<file path="src/rtl/core/pmp_pkg.sv">
// ----------------------------------------------------------------------------
// Puck motion predictor package
// Shared constants, codes, configuration, command and status types.
// ----------------------------------------------------------------------------
package pmp_pkg;

  localparam int unsigned CoordW = 32;
  localparam int unsigned FracB  = 16;
  localparam int unsigned DivW   = 64;
  localparam int unsigned PosW   = 50;
  localparam int unsigned SampleLimit = 63;
  localparam logic [19:0] UsPerSec = 20'd1000000;

  typedef enum logic [1:0] {
    CMD_MOVE    = 2'd0,
    CMD_ORIENT  = 2'd1,
    CMD_PREDICT = 2'd2,
    CMD_TRAJ    = 2'd3
  } cmd_e;

  typedef enum logic [1:0] {
    ST_OK     = 2'd0,
    ST_KEPT   = 2'd1,
    ST_NOTRAJ = 2'd2
  } status_e;

  typedef enum logic [2:0] {
    REG_TABLE_WIDTH   = 3'd0,
    REG_TABLE_LENGTH  = 3'd1,
    REG_RADIUS        = 3'd2,
    REG_REST_SPEED_SQ = 3'd3,
    REG_SPACING_US    = 3'd4,
    REG_MAX_SAMPLES   = 3'd5
  } reg_e;

  typedef struct packed {
    logic [30:0] table_width;
    logic [30:0] table_length;
    logic [30:0] radius;
    logic [31:0] rest_speed_sq;
    logic [19:0] spacing_us;
    logic [5:0]  max_samples;
  } cfg_t;

  typedef enum logic [4:0] {
    OP_NONE,
    OP_LOAD,
    OP_DIV_VX,
    OP_SET_VX,
    OP_DIV_VY,
    OP_SET_VY,
    OP_MOVE,
    OP_ORIENT,
    OP_NOTRAJ,
    OP_TOA_DIV,
    OP_TOA_ZERO,
    OP_TOA_SET,
    OP_SCALE,
    OP_N_DIV,
    OP_N_SET,
    OP_T_DIV,
    OP_T_SET,
    OP_PRED,
    OP_SQX,
    OP_SQY,
    OP_REST,
    OP_MULX,
    OP_POSX,
    OP_POSY,
    OP_MODX,
    OP_FOLDX,
    OP_MODY,
    OP_FOLDY,
    OP_EMIT
  } dp_op_e;

  typedef struct packed {
    cmd_e cmd;
    logic dt_zero;
    logic notraj;
    logic num_ok;
    logic n_zero;
    logic rest;
    logic last;
    logic div_done;
    logic out_busy;
  } dp_stat_t;

  typedef enum logic [4:0] {
    S_IDLE,
    S_DISPATCH,
    S_VX_WAIT,
    S_VY_START,
    S_VY_WAIT,
    S_MOVE,
    S_ORIENT,
    S_NOTRAJ,
    S_TOA_WAIT,
    S_SCALE,
    S_N_START,
    S_N_WAIT,
    S_T_START,
    S_T_WAIT,
    S_SQX,
    S_SQY,
    S_REST,
    S_MULX,
    S_POSX,
    S_POSY,
    S_MODX,
    S_MODX_WAIT,
    S_MODY,
    S_MODY_WAIT,
    S_EMIT
  } ctrl_state_e;

endpackage

</file>
<file path="src/rtl/core/pmp_ctrl.sv">
// ----------------------------------------------------------------------------
// Puck motion predictor controller
// State machine that sequences the datapath for each command.
// ----------------------------------------------------------------------------
module pmp_ctrl import pmp_pkg::*; (
  input  logic     clk_i,
  input  logic     rst_ni,
  input  logic     in_valid_i,
  output logic     in_ready_o,
  input  dp_stat_t stat_i,
  output dp_op_e   op_o
);

  ctrl_state_e state_q, state_d;

  always_ff @(posedge clk_i or negedge rst_ni) begin
    if (!rst_ni) begin
      state_q <= S_IDLE;
    end else begin
      state_q <= state_d;
    end
  end

  always_comb begin
    state_d    = state_q;
    op_o       = OP_NONE;
    in_ready_o = 1'b0;
    unique case (state_q)
      S_IDLE: begin
        in_ready_o = 1'b1;
        if (in_valid_i) begin
          op_o    = OP_LOAD;
          state_d = S_DISPATCH;
        end
      end
      S_DISPATCH: begin
        unique case (stat_i.cmd)
          CMD_MOVE: begin
            if (stat_i.dt_zero) begin
              state_d = S_MOVE;
            end else begin
              op_o    = OP_DIV_VX;
              state_d = S_VX_WAIT;
            end
          end
          CMD_ORIENT: state_d = S_ORIENT;
          CMD_PREDICT: begin
            op_o    = OP_PRED;
            state_d = S_SQX;
          end
          CMD_TRAJ: begin
            if (stat_i.notraj) begin
              state_d = S_NOTRAJ;
            end else if (stat_i.num_ok) begin
              op_o    = OP_TOA_DIV;
              state_d = S_TOA_WAIT;
            end else begin
              op_o    = OP_TOA_ZERO;
              state_d = S_SCALE;
            end
          end
          default: state_d = S_IDLE;
        endcase
      end
      S_VX_WAIT: begin
        if (stat_i.div_done) begin
          op_o    = OP_SET_VX;
          state_d = S_VY_START;
        end
      end
      S_VY_START: begin
        op_o    = OP_DIV_VY;
        state_d = S_VY_WAIT;
      end
      S_VY_WAIT: begin
        if (stat_i.div_done) begin
          op_o    = OP_SET_VY;
          state_d = S_MOVE;
        end
      end
      S_MOVE: begin
        if (!stat_i.out_busy) begin
          op_o    = OP_MOVE;
          state_d = S_IDLE;
        end
      end
      S_ORIENT: begin
        if (!stat_i.out_busy) begin
          op_o    = OP_ORIENT;
          state_d = S_IDLE;
        end
      end
      S_NOTRAJ: begin
        if (!stat_i.out_busy) begin
          op_o    = OP_NOTRAJ;
          state_d = S_IDLE;
        end
      end
      S_TOA_WAIT: begin
        if (stat_i.div_done) begin
          op_o    = OP_TOA_SET;
          state_d = S_SCALE;
        end
      end
      S_SCALE: begin
        op_o    = OP_SCALE;
        state_d = S_N_START;
      end
      S_N_START: begin
        op_o    = OP_N_DIV;
        state_d = S_N_WAIT;
      end
      S_N_WAIT: begin
        if (stat_i.div_done) begin
          op_o    = OP_N_SET;
          state_d = S_T_START;
        end
      end
      S_T_START: begin
        if (stat_i.n_zero) begin
          state_d = S_SQX;
        end else begin
          op_o    = OP_T_DIV;
          state_d = S_T_WAIT;
        end
      end
      S_T_WAIT: begin
        if (stat_i.div_done) begin
          op_o    = OP_T_SET;
          state_d = S_SQX;
        end
      end
      S_SQX: begin
        op_o    = OP_SQX;
        state_d = S_SQY;
      end
      S_SQY: begin
        op_o    = OP_SQY;
        state_d = S_REST;
      end
      S_REST: begin
        op_o    = OP_REST;
        state_d = stat_i.rest ? S_EMIT : S_MULX;
      end
      S_MULX: begin
        op_o    = OP_MULX;
        state_d = S_POSX;
      end
      S_POSX: begin
        op_o    = OP_POSX;
        state_d = S_POSY;
      end
      S_POSY: begin
        op_o    = OP_POSY;
        state_d = S_MODX;
      end
      S_MODX: begin
        op_o    = OP_MODX;
        state_d = S_MODX_WAIT;
      end
      S_MODX_WAIT: begin
        if (stat_i.div_done) begin
          op_o    = OP_FOLDX;
          state_d = S_MODY;
        end
      end
      S_MODY: begin
        op_o    = OP_MODY;
        state_d = S_MODY_WAIT;
      end
      S_MODY_WAIT: begin
        if (stat_i.div_done) begin
          op_o    = OP_FOLDY;
          state_d = S_EMIT;
        end
      end
      S_EMIT: begin
        if (!stat_i.out_busy) begin
          op_o    = OP_EMIT;
          state_d = stat_i.last ? S_IDLE : S_T_START;
        end
      end
      default: state_d = S_IDLE;
    endcase
  end

endmodule

</file>
<file path="config.mk">
export PLATFORM = sky130hd
export DESIGN_NAME = pmp_ctrl
export DESIGN_NICKNAME = d
export VERILOG_FILES = /design/src/rtl/core/pmp_pkg.sv /design/src/rtl/core/pmp_ctrl.sv
export SDC_FILE = /design/constraint.sdc
export NUM_CORES = 1
export LEC_CHECK = 0
export CAP_MARGIN = 20
export CORE_MARGIN = 1
export CORE_UTILIZATION = 63
export DETAILED_ROUTE_END_ITERATION = 8
export DONT_BUFFER_PORTS = 1
export GPL_TIMING_DRIVEN = 0
export PLACE_DENSITY = 0.77
export SETUP_SLACK_MARGIN = 0.05
export SYNTH_ARGS = -nofsm -noshare
export SYNTH_HDL_FRONTEND = slang
export SYNTH_SLANG_ARGS = --single-unit
export TNS_END_PERCENT = 100
</file>
<file path="constraint.sdc">
create_clock -name clk_i -period 2.34 [get_ports clk_i]
set_input_delay 0.351 -clock clk_i [delete_from_list [all_inputs] [get_ports clk_i]]
set_output_delay 0.351 -clock clk_i [all_outputs]
set_load 0.005 [all_outputs]
</file>
## Word level (Yosys, flattened, before mapping)

Index checks and enable logic that the tools add are counted.

| word-level totals | value |
|---|---|
| register bits | 5 |
| word-level logic and storage cells | 79 |
| latch bits | 0 |
| memories kept | 0 |
| output and inout bits | 6 |
| memory bits (writable) | 0 |
| ROM bits | 0 |
| input port bits | 13 |

| operators by class | value |
|---|---|
| bitwise gates (word level) | 0 |
| $mul | 0 |
| order comparisons | 0 |
| equality and inequality tests | 37 |
| multiplexer cells | 37 |
| divide/modulo/power cells | 0 |
| $add $sub $neg | 0 |
| shifts and indexed selects | 0 |
| reductions and logical operators | 4 |

Operators with widths:

| operator | count |
|---|---|
| $pmux 5 s25 | 1 |
| $pmux 5 s23 | 1 |
| $mux 5 | 14 |
| $eq 5x5->1 const B | 9 |
| $eq 5x4->1 const B | 8 |
| $mux 4 | 8 |
| $eq 5x3->1 const B | 4 |
| $ne 2x2->1 const B | 10 |
| $pmux 5 s4 | 1 |
| $pmux 5 s3 | 1 |
| $mux 3 | 4 |
| $eq 5x2->1 const B | 2 |
| $reduce_and 10->1 | 1 |
| $mux 2 | 4 |
| $eq 5x1->1 const B | 1 |
| $logic_not 5->1 | 1 |
| $eq 2x2->1 const B | 2 |
| $mux 1 | 3 |
| $reduce_or 3->1 | 1 |
| $eq 2x1->1 const B | 1 |
| $logic_not 2->1 | 1 |

## Logic depth before layout (Yosys ltp)

Gate-level depths: netlist of run 1.

| depth | value |
|---|---|
| word-level depth | 4 |
| gate-level depth with buffers | 8 |
| depth with buffers taken out | 5 |

## Least setup slack after synthesis of run 1

OpenSTA, ideal clock, no wires.

| timing path | value |
|---|---|
| kind | register to output |
| start | register state_q[0] |
| end | output op_o[2] |
| data arrival time | 1482 ps |
| path slack | 507 ps |
| stages on the path, launching flop included | 7 |
| required time | 1989 ps |
| buffers on the path | 2 |
| path through | dfrtp_1 > buf_6 > buf_6 > or3_1 > a22oi_1 > a22oi_1 > o22ai_1 |

| between the ends | value |
|---|---|
| cells in the longest elaborated chain, start to end | 2 |
| elaborated cells on any way between the ends | 26 |
| those cells by class | 24 x eq/ne; 1 x mux; 1 x reduce/logical |

RTL lines:

| item | line | RTL |
|---|---|---|
| start: declaration | pmp_ctrl.sv:14 | `ctrl_state_e state_q, state_d;` |
| start signal: assignment | pmp_ctrl.sv:20 | `state_q <= state_d;` |
| $eq 5x5->1, or another cell as far along | pmp_ctrl.sv:28 | `unique case (state_q)` |
| $pmux 5 s25 * | pmp_ctrl.sv:28 |  |
| end: declaration | pmp_ctrl.sv:11 | `output dp_op_e op_o` |

Every way passes the cells marked *; elsewhere a longest branch is shown, timed or not.

## Final worst setup path of run 1

| timing path | value |
|---|---|
| start | register state_q[2] |
| end | output op_o[1] |

The elaborated chain is that of the path after synthesis.

==> reports/results.tsv, run 1 <==
stage	metric	value	unit
run_status	status	finished clean	
route	drc	0	
final_layout	fin_area	0.00109	sq mm
final_layout	layout-drive-gt1-share	0.215	
critical_path	crit_path_end_kind	output port	
die	rows	14	
placed_design	dp_cells	155	
sta	setup_viol	0	
final_layout	syn_to_final_growth	7.10	%
grt	overflow	0	
cts	cts_tree	yes	
critical_path	worstPathRequired	1990	ps
critical_path	cp_slowest_stage_delay	450	ps
cts	h-tree-depth	1	
pwr	vdd_drop_max	1100	uV
placed_design	place_hpwl	2.37	mm
sta	finalHoldViolCount	0	
die	die_h	42.3	microns
sta	tightest_slew	561	ps
critical_path	r2r_cells	6	
route	ant_nets	0	
critical_path	rrSetupSlack	470	ps
synthesis	synth_top_family_by_area	compound AO/OA/AOI/OAI gates	
sta	min_period	2250	ps
final_layout	diodes	0	
critical_path	path_class	register to output port	
route	vias_per_cell	7.62	
grt	grt_use_met2	0.600	
synthesis	synth_simple_gate_area_frac	0.297	
critical_path	critical_path.cell_chain	clkbuf_4 > nor2b_1 > a41o_1 > a222oi_1 > nand2_1	
flow_run	cap_violations	0	
die	io_pins	19	
sta	drv_slew	0	
synthesis	synthAdderAreaFrac	0	
synthesis	async_reset_ff_frac	1.00	
sta	finalCritPeriodShare	0.961	
placed_design	place_congestion	0.986	
placed_design	portBuffers	0	
grt	use_met3	0.0560	
synthesis	synth_area	0.00102	sq mm
final_layout	reg_top3	state_q (5)	
synthesis	synth_fp_nets	152	
route	num_vias	1219	
synthesis	synth_compound_area_frac	0.435	
synthesis	yosys_most_used_dff	dfrtp_1	
grt	grt_use_total	0.388	
final_layout	largest_reg_flops	5	
synthesis	synth-edff-count	0	
grt	grt_pass1_wl	5.24	mm
final_layout	layout_common_cells	nand2_1 (11), a21oi_1 (11), o21ai_0 (9)	
sta	tns	0	ps
route	wl_per_cell	20.7	microns
pwr	p_leak	0.420	nW
die	design.core.area	0.00151	sq mm
sta	max_freq	0.444	GHz
cts	clockBufferDepth	2	
pwr	powerDensity	1640	mW/mm^2
grt	top_usage_layer	met2	
cts	clock_latency	260	ps
route	drt_iter0_drc	100	
sta	relSlewSlack	0.625	
critical_path	cp_max_fo	10	
cts	clockRootBuffer	clkbuf_4	
synthesis	netlist_instances	139	
cts	numCtsBuffers	3	
synthesis	synth_cell_types	55	
grt	grt_max_degree	11	
sta	skew	3.46	ps
critical_path	r2r_start	state_q[0]	
route	wirelength	3.32	mm
critical_path	cp.arrival	1900	ps
cts	clk_pin_slew_worst_paths	50	ps
critical_path	r2r-end	state_q[2]	
critical_path	crit_path_top_delay_cell	dfrtp_2	
cts	cts.sinks	5	
grt	use_met1	0.534	
synthesis	synthMuxAreaShare	0.00979	
synthesis	synth-seq-cells	5	
synthesis	ys_seq_area_frac	0.122	
synthesis	yosysWarningCount	0	
critical_path	startpoint_type	register	
final_layout	regMostFlops	state_q	
synthesis	syn_area_per_cell	7.35	sq um
placed_design	place_area	0.00104	sq mm
worst_hold_path	worstHoldPathType	primary input to asynchronous set/reset pin	
die	die_w	42.3	microns
route	drt_pass1_iterations	7	
synthesis	synth_xor_xnor_area_share	0.0257	
sta	rsz0062_at_grt	no	
grt	antenna_found_initial	0	
final_layout	fin_cells	160	
grt	grt_pass1_vias	1123	
final_layout	final_nets	158	
die	die_area	0.00179	sq mm
die	initial_utilization	0.679	
==> synth_stat cells, drive strengths merged (3+ instances only) <==
library cell   n  area share
a21oi         12       0.062
buf           11       0.077
nand2         11       0.040
o21ai          9       0.044
nor2           6       0.022
clkbuf         5       0.018
dfrtp          5        0.12
o211ai         5       0.042
o22ai          5       0.031
a22oi          4       0.029
a31oi          4       0.024
inv            4       0.015
nand2b         4       0.024
nand3          4       0.020
nor3           4       0.020
nor2b          3       0.018
or3            3       0.018
==> worst max-delay path by stage <==
stage	startpoint	endpoint	slack [ps]	cells past startpoint
2_1_floorplan	state_q[0]	op_o[2]	510	6
3_3_place_gp	state_q[3]	op_o[2]	360	5
3_5_place_dp	state_q[3]	op_o[1]	310	6
4_1_cts	state_q[1]	op_o[2]	80	5
5_1_grt	state_q[1]	op_o[2]	60	5
6_report	state_q[2]	op_o[1]	90	5
==> stage by stage <==
step / utilization / setup WS [ps] / hold WS, ps / power, mW
2_1_floorplan: - / 507 / 55.4 / 1.32
3_3_place_gp: 0.692 / 364 / 55.5 / 1.56
3_5_place_dp: 0.692 / 315 / 55.5 / 1.59
4_1_cts: 0.718 / 76.9 / 386 / 1.71
5_1_grt: 0.727 / 60.9 / 409 / 1.92
6_report: 0.727 / 90.2 / 381 / 1.79
==> worst max-delay path: cells and delay by family, from the launching register on <==
family	cells	cell delay, ps
simple gates	2	330
flops	1	450
buf+inv	1	210
compound gates	2	650
==> layer usage <==
metal	wire length [microns]	up-vias
met3	507	15
met4	93	0
met1	1180	550
met5	0	-
li1	-	553
met2	1530	101
==> final cells by class <==
cell class,count,area (sq um)
Clock buffer,3,22.5
Clock inverter,1,5.00
Multi-Input combinational cell,114,790
Sequential cell,5,128
Buffer,16,105
Fill cell,122,412
Timing Repair Buffer,1,10.0
Tap cell,16,20.0
Inverter,4,15.0
==> where the power goes <==
group | total [mW] | switching [mW] | internal, mW
Clock | 0.111 | 0.0489 | 0.0626
Sequential | 0.192 | 0.0533 | 0.138
Combinational | 1.49 | 0.896 | 0.593
==> kinds of logic after synthesis <==
group | after synthesis
and+or+nand+nor | 49
buffers and inverters | 20
xor gates and xnor gates | 3
AOI/OAI and AO/OA | 61
muxes | 1
DFF | 5
==> repair_timing <==
action / CTS / global route
hold endpoints to repair: 5 / 0
hold buffers: 1 / 0
endpoints found under the setup margin: 2 / 5
resized for setup: 1 / 10
setup buffers: 0 / 0
Power figures use the tool's default switching activity.
==> run 2, diff against run 1 <==
--- a/config.mk
+++ b/config.mk
@@ -12,6 +12,7 @@
 export DONT_BUFFER_PORTS = 1
 export GPL_TIMING_DRIVEN = 0
 export PLACE_DENSITY = 0.77
+export REMOVE_ABC_BUFFERS = 1
 export SETUP_SLACK_MARGIN = 0.05
 export SYNTH_ARGS = -nofsm -noshare
 export SYNTH_HDL_FRONTEND = slang
==> run 2 against run 1 <==
Maximum frequency rose by 1.9%. Power decreased by 10%. Via count down 8.8%. Wire length shrank 20%. Non-clock buffer count is 15 lower. Register-to-register slack got worse by 120 ps. Clock-buffer cell count grew 1. Sequential power increased by 130%. Critical path type unchanged. Critical endpoint is now op_o[2].
==> reports/results.tsv, run 2 (same netlist as run 1, synthesis figures left out) <==
stage	metric	value	unit	change
sta	finalHoldViolCount	0		unchanged
critical_path	crit_path_end_kind	output port		
grt	grt_pass1_wl	4.37	mm	-17%
grt	antenna_found_initial	0		unchanged
final_layout	syn_to_final_growth	-0.857	%	
sta	rsz0062_at_grt	yes		
cts	cts_tree	yes		
sta	tns	0	ps	unchanged
cts	clockRootBuffer	clkbuf_4		
pwr	p_total	1.61	mW	-10%
route	drc	0		unchanged
cts	clockBufferDepth	2		unchanged
final_layout	layout_common_cells	nand2_1 (11), a21oi_1 (11), o21ai_0 (9)		
pwr	vdd_drop_max	843	uV	-23%
pwr	powerDensity	1580	mW/mm^2	-3.2%
pwr	p_leak	0.348	nW	-17%
grt	grt_max_degree	33		+22
critical_path	rrSetupSlack	350	ps	-120 ps
route	ant_nets	0		unchanged
placed_design	portBuffers	0		unchanged
route	wl_per_cell	18.3	microns	-11%
critical_path	cp_max_fo	26		+16
critical_path	worstPathRequired	1990	ps	about the same
cts	h-tree-depth	1		unchanged
critical_path	startpoint_type	register		
sta	max_freq	0.453	GHz	+1.9%
final_layout	final_nets	143		-9.5%
critical_path	path_class	register to output port		
final_layout	fin_util	0.673		-0.0540
sta	tightest_slew	624	ps	+62.9 ps
grt	grt_pass1_vias	963		-14%
grt	overflow	0		unchanged
final_layout	layout-drive-gt1-share	0.147		-0.0680
sta	relSlewSlack	0.583		-0.0420
sta	min_period	2210	ps	-42.7 ps
flow_run	cap_violations	0		unchanged
route	num_vias	1112		-8.8%
placed_design	dp_cells	139		-10%
critical_path	cp.arrival	1860	ps	-40 ps
sta	setup_viol	0		unchanged
die	die_w	42.3	microns	unchanged
die	initial_utilization	0.679		unchanged
worst_hold_path	worstHoldPathType	primary input to asynchronous set/reset pin		
sta	drv_slew	0		unchanged
final_layout	regMostFlops	state_q		
cts	clock_latency	250	ps	about the same
sta	finalCritPeriodShare	0.943		-0.0182
cts	cts.sinks	5		unchanged
die	die_area	0.00179	sq mm	unchanged
die	design.core.area	0.00151	sq mm	unchanged
route	drt_pass1_iterations	5		-2
cts	numCtsBuffers	3		unchanged
die	die_h	42.3	microns	unchanged
final_layout	fin_cells	145		-9.4%
die	io_pins	19		unchanged
placed_design	place_hpwl	1.72	mm	-27%
final_layout	diodes	0		unchanged
die	rows	14		unchanged
route	vias_per_cell	7.67		+0.66%
placed_design	place_congestion	0.956		-3.1%
route	drt_iter0_drc	71		-29%
final_layout	largest_reg_flops	5		unchanged
run_status	status	finished clean		
grt	grt_use_total	0.311		-0.0767
route	wirelength	2.66	mm	-20%
cts	clk_pin_slew_worst_paths	40	ps	about the same
sta	skew	0.258	ps	-3.20 ps
final_layout	reg_top3	state_q (5)		
==> run 2: what timing repair did <==
action | CTS | global route
setup endpoints to repair | 8 | 4
hold endpoints to repair | 5 | 0
pin swaps | 0 | 0
hold buffers | 1 | 0
gates resized for setup | 5 | 5
buffers inserted | 0 | 1
==> run 2: report_power, final <==
group          total (mW)  switching, mW  internal [mW]
Combinational        1.05          0.570          0.482
Clock               0.103         0.0382         0.0646
Sequential          0.451          0.294          0.157
Total                1.61          0.903          0.703
==> run 2: through the flow <==
step                      setup WS, ps  hold WS, ps  cell area [sq um]
final                              133          390               1010
after global routing              38.5          422               1010
after CTS                         71.1          398                987
after detailed placement         -19.7         55.5                945
after global placement            4.38         55.5                945
after floorplan                    304         55.4                925
==> run 2: path summary, 6_finish.rpt <==
path,from,to,cells after the start
max reg2reg,state_q[3],state_q[1],5
min in group clk_i,stat_i[0],state_q[4],3
max in group asynchronous,rst_ni,state_q[0],1
min reg2reg,state_q[3],state_q[4],2
min,rst_ni,state_q[2],1
max,state_q[0],op_o[2],4
==> run 2: critical path, stage by stage, from the launching register on <==
cell     delay (ps)
dfrtp_4         590
or3_1           440
a22oi_2         240
a22oi_1         120
o22ai_1         210
==> run 2: metal layers <==
layer  up-vias  GRT usage  share of wire
met4         0     0.0625         0.0060
li1        522          -              -
met1       507      0.473           0.42
met2        76      0.431           0.46
met3         7     0.0905           0.11
met5         -          0              0
==> run 2: area by class of cell <==
class                           count  area [sq um]
Clock buffer                        4          26.3
Fill cell                         137           493
Inverter                            4          15.0
Multi-Input combinational cell    114           790
Sequential cell                     5           141
Tap cell                           16          20.0
Timing Repair Buffer                2          21.3
==> run 3, diff against run 2 <==
--- a/config.mk
+++ b/config.mk
@@ -7,11 +7,11 @@
 export LEC_CHECK = 0
 export CAP_MARGIN = 20
 export CORE_MARGIN = 1
-export CORE_UTILIZATION = 63
+export CORE_UTILIZATION = 60
 export DETAILED_ROUTE_END_ITERATION = 8
 export DONT_BUFFER_PORTS = 1
 export GPL_TIMING_DRIVEN = 0
-export PLACE_DENSITY = 0.77
+export PLACE_DENSITY = 0.74
 export REMOVE_ABC_BUFFERS = 1
 export SETUP_SLACK_MARGIN = 0.05
 export SYNTH_ARGS = -nofsm -noshare
==> constraint.sdc (replaced) <==
create_clock -name clk_i -period 2.45 [get_ports clk_i]
set_input_delay 0.3675 -clock clk_i [delete_from_list [all_inputs] [get_ports clk_i]]
set_output_delay 0.3675 -clock clk_i [all_outputs]
set_load 0.005 [all_outputs]
==> run 3 against run 2 <==
First-iteration DRC count is 1.4% lower. Largest cell class unchanged. Cell count shrank 0.69%. Clock skew grew 1.7 ps. Non-clock buffer count shrank 1. Sequential share of layout area fell by 0.42 points. Via count decreased by 2.1%. Worst hold slack better by 14 ps. Critical endpoint is now op_o[4]. Clock-buffer cell count stayed put.
==> reports/results.tsv, run 3 (same netlist as run 1, synthesis figures left out) <==
stage	metric	value	unit	change
final_layout	largest_reg_flops	5		unchanged
placed_design	portBuffers	0		unchanged
route	wirelength	2.58	mm	-3.0%
final_layout	fin_area	990	sq um	-2.3%
sta	setup_viol	0		unchanged
critical_path	r2r_cells	5		unchanged
critical_path	endpoint	op_o[4]		
sta	tns	0	ps	unchanged
grt	grt_use_met2	0.439		+0.00804
grt	grt_pass1_wl	4.47	mm	+2.2%
pwr	powerDensity	1480	mW/mm^2	-6.3%
grt	use_met1	0.463		-0.0109
final_layout	diodes	0		unchanged
critical_path	startpoint	state_q[2]		
grt	overflow	0		unchanged
grt	grt_pass1_vias	963		unchanged
sta	rsz0062_at_grt	no		
sta	max_freq	0.432	GHz	
cts	cts.sinks	5		unchanged
die	initial_utilization	0.663		-0.0154
critical_path	r2r-end	state_q[2]		
critical_path	r2r_start	state_q[2]		
sta	finalHoldViolCount	0		unchanged
run_status	status	finished clean		
pwr	p_leak	0.341	nW	-1.8%
pwr	power.switching	832	uW	-7.8%
placed_design	dp_cells	139		unchanged
critical_path	worstPathRequired	2080	ps	+90 ps
sta	tightest_slew	581	ps	-43.1 ps
pwr	pwr-share-clk	0.068		+0.004
sta	min_period	2320	ps	
route	ant_nets	0		unchanged
critical_path	startpoint_type	register		
route	wl_per_cell	17.9	microns	-2.3%
critical_path	path_class	register to output port		
final_layout	fin_cells	144		-0.69%
die	die_area	0.00187	sq mm	+4.8%
final_layout	reg_top3	state_q (5)		
worst_hold_path	worstHoldPathType	primary input to asynchronous set/reset pin		
final_layout	regMostFlops	state_q		
cts	h-tree-depth	1		unchanged
pwr	seq_power_share	0.304		+0.023
grt	antenna_found_initial	0		unchanged
final_layout	layout-drive-gt1-share	0.133		-0.0145
placed_design	place_hpwl	1.77	mm	+3.0%
sta	drv_slew	0		unchanged
grt	grt_use_total	0.312		+0.000857
die	die_w	43.3	microns	+2.4%
route	drc	0		unchanged
cts	clockRootBuffer	clkbuf_4		
final_layout	layout_common_cells	nand2_1 (11), a21oi_1 (11), o21ai_0 (9)		
critical_path	cp.arrival	1950	ps	+90 ps
flow_run	cap_violations	0		unchanged
cts	clk_pin_slew_worst_paths	40	ps	about the same
cts	numCtsBuffers	3		unchanged
pwr	p_int	638	uW	-9.4%
placed_design	place_area	945	sq um	unchanged
critical_path	rrSetupSlack	410	ps	+60 ps
cts	clock_latency	250	ps	about the same
grt	grt_max_degree	33		unchanged
cts	clockBufferDepth	2		unchanged
pwr	power_switching_share	0.566		+0.00407
final_layout	fillers	143		+4.4%
route	drt_iter0_drc	70		-1.4%
grt	use_met3	0.0681		-0.0224
placed_design	place_congestion	0.950		-0.57%
sta	finalCritPeriodShare	0.945		
grt	top_usage_layer	met1		
route	drt_pass1_iterations	5		unchanged
final_layout	final_nets	142		-0.70%
pwr	p_total	1.47	mW	-8.5%
die	io_pins	19		unchanged
sta	whs	404	ps	+14.1 ps
pwr	vdd_drop_max	703	uV	-17%
cts	cts_tree	yes		
die	rows	14		unchanged
sta	relSlewSlack	0.612		+0.0288
critical_path	cp_max_fo	32		+23%
final_layout	syn_to_final_growth	-3.18	%	
route	num_vias	1089		-2.1%
die	die_h	43.3	microns	+2.4%
route	vias_per_cell	7.56		-1.4%
critical_path	crit_path_end_kind	output port		
die	design.core.area	0.00154	sq mm	+2.3%
sta	skew	2.00	ps	+1.74 ps
pwr	comb_power_share	0.629		-0.026
[run 3: final cells by class]
type	instances	area (sq um)	area share
Multi-Input combinational cell	114	785	0.793
Sequential cell	5	134	0.135
Clock buffer	4	26.3	0.0265
Tap cell	16	20.0	0.0202
Inverter	4	15.0	0.0152
Timing Repair Buffer	1	10.0	0.0101
[run 3: how the worst min path moves through the flow]
stage            from  depth (start not counted)          to
4_1_cts        rst_ni                          1  state_q[3]
3_5_place_dp   rst_ni                          0  state_q[3]
5_1_grt        rst_ni                          1  state_q[3]
3_3_place_gp   rst_ni                          0  state_q[2]
2_1_floorplan  rst_ni                          0  state_q[0]
6_report       rst_ni                          1  state_q[3]
[run 3: power groups by stage]
stage / Sequential (mW) / Combinational, mW / Clock (mW)
global placement: 0.424 / 0.898 / 0
global route: 0.477 / 1.03 / 0.104
detailed placement: 0.426 / 0.915 / 0
CTS: 0.429 / 0.919 / 0.100
finish: 0.446 / 0.924 / 0.0994
floorplan: 0.347 / 0.773 / 0
[run 3: worst max-delay path, cell delays in order (launching register included)]
cell and delay (ps):
dfrtp_2 600, or4b_4 640, o22ai_1 170, nand2_1 120, o211ai_1 160
[run 3: routing by layer]
metal,vias to the layer above,routed length (microns)
li1,518,-
met1,508,1120
met4,0,34
met3,5,236
met2,58,1190
met5,-,0
[run 3: repair_timing]
item	4_1_cts	5_1_grt
hold buffers	1	0
hold endpoints to repair	5	0
gates cloned	0	0
setup endpoints to repair	5	5
resized for setup	4	2
setup buffers	0	0
[run 3: metrics by stage]
step | setup slack [ps] | utilization
after CTS | 58.9 | 0.640
after global routing | 55.3 | 0.642
after detailed placement | 87.5 | 0.613
final | 134 | 0.642
after global placement | 124 | 0.613
after floorplan | 398 | -
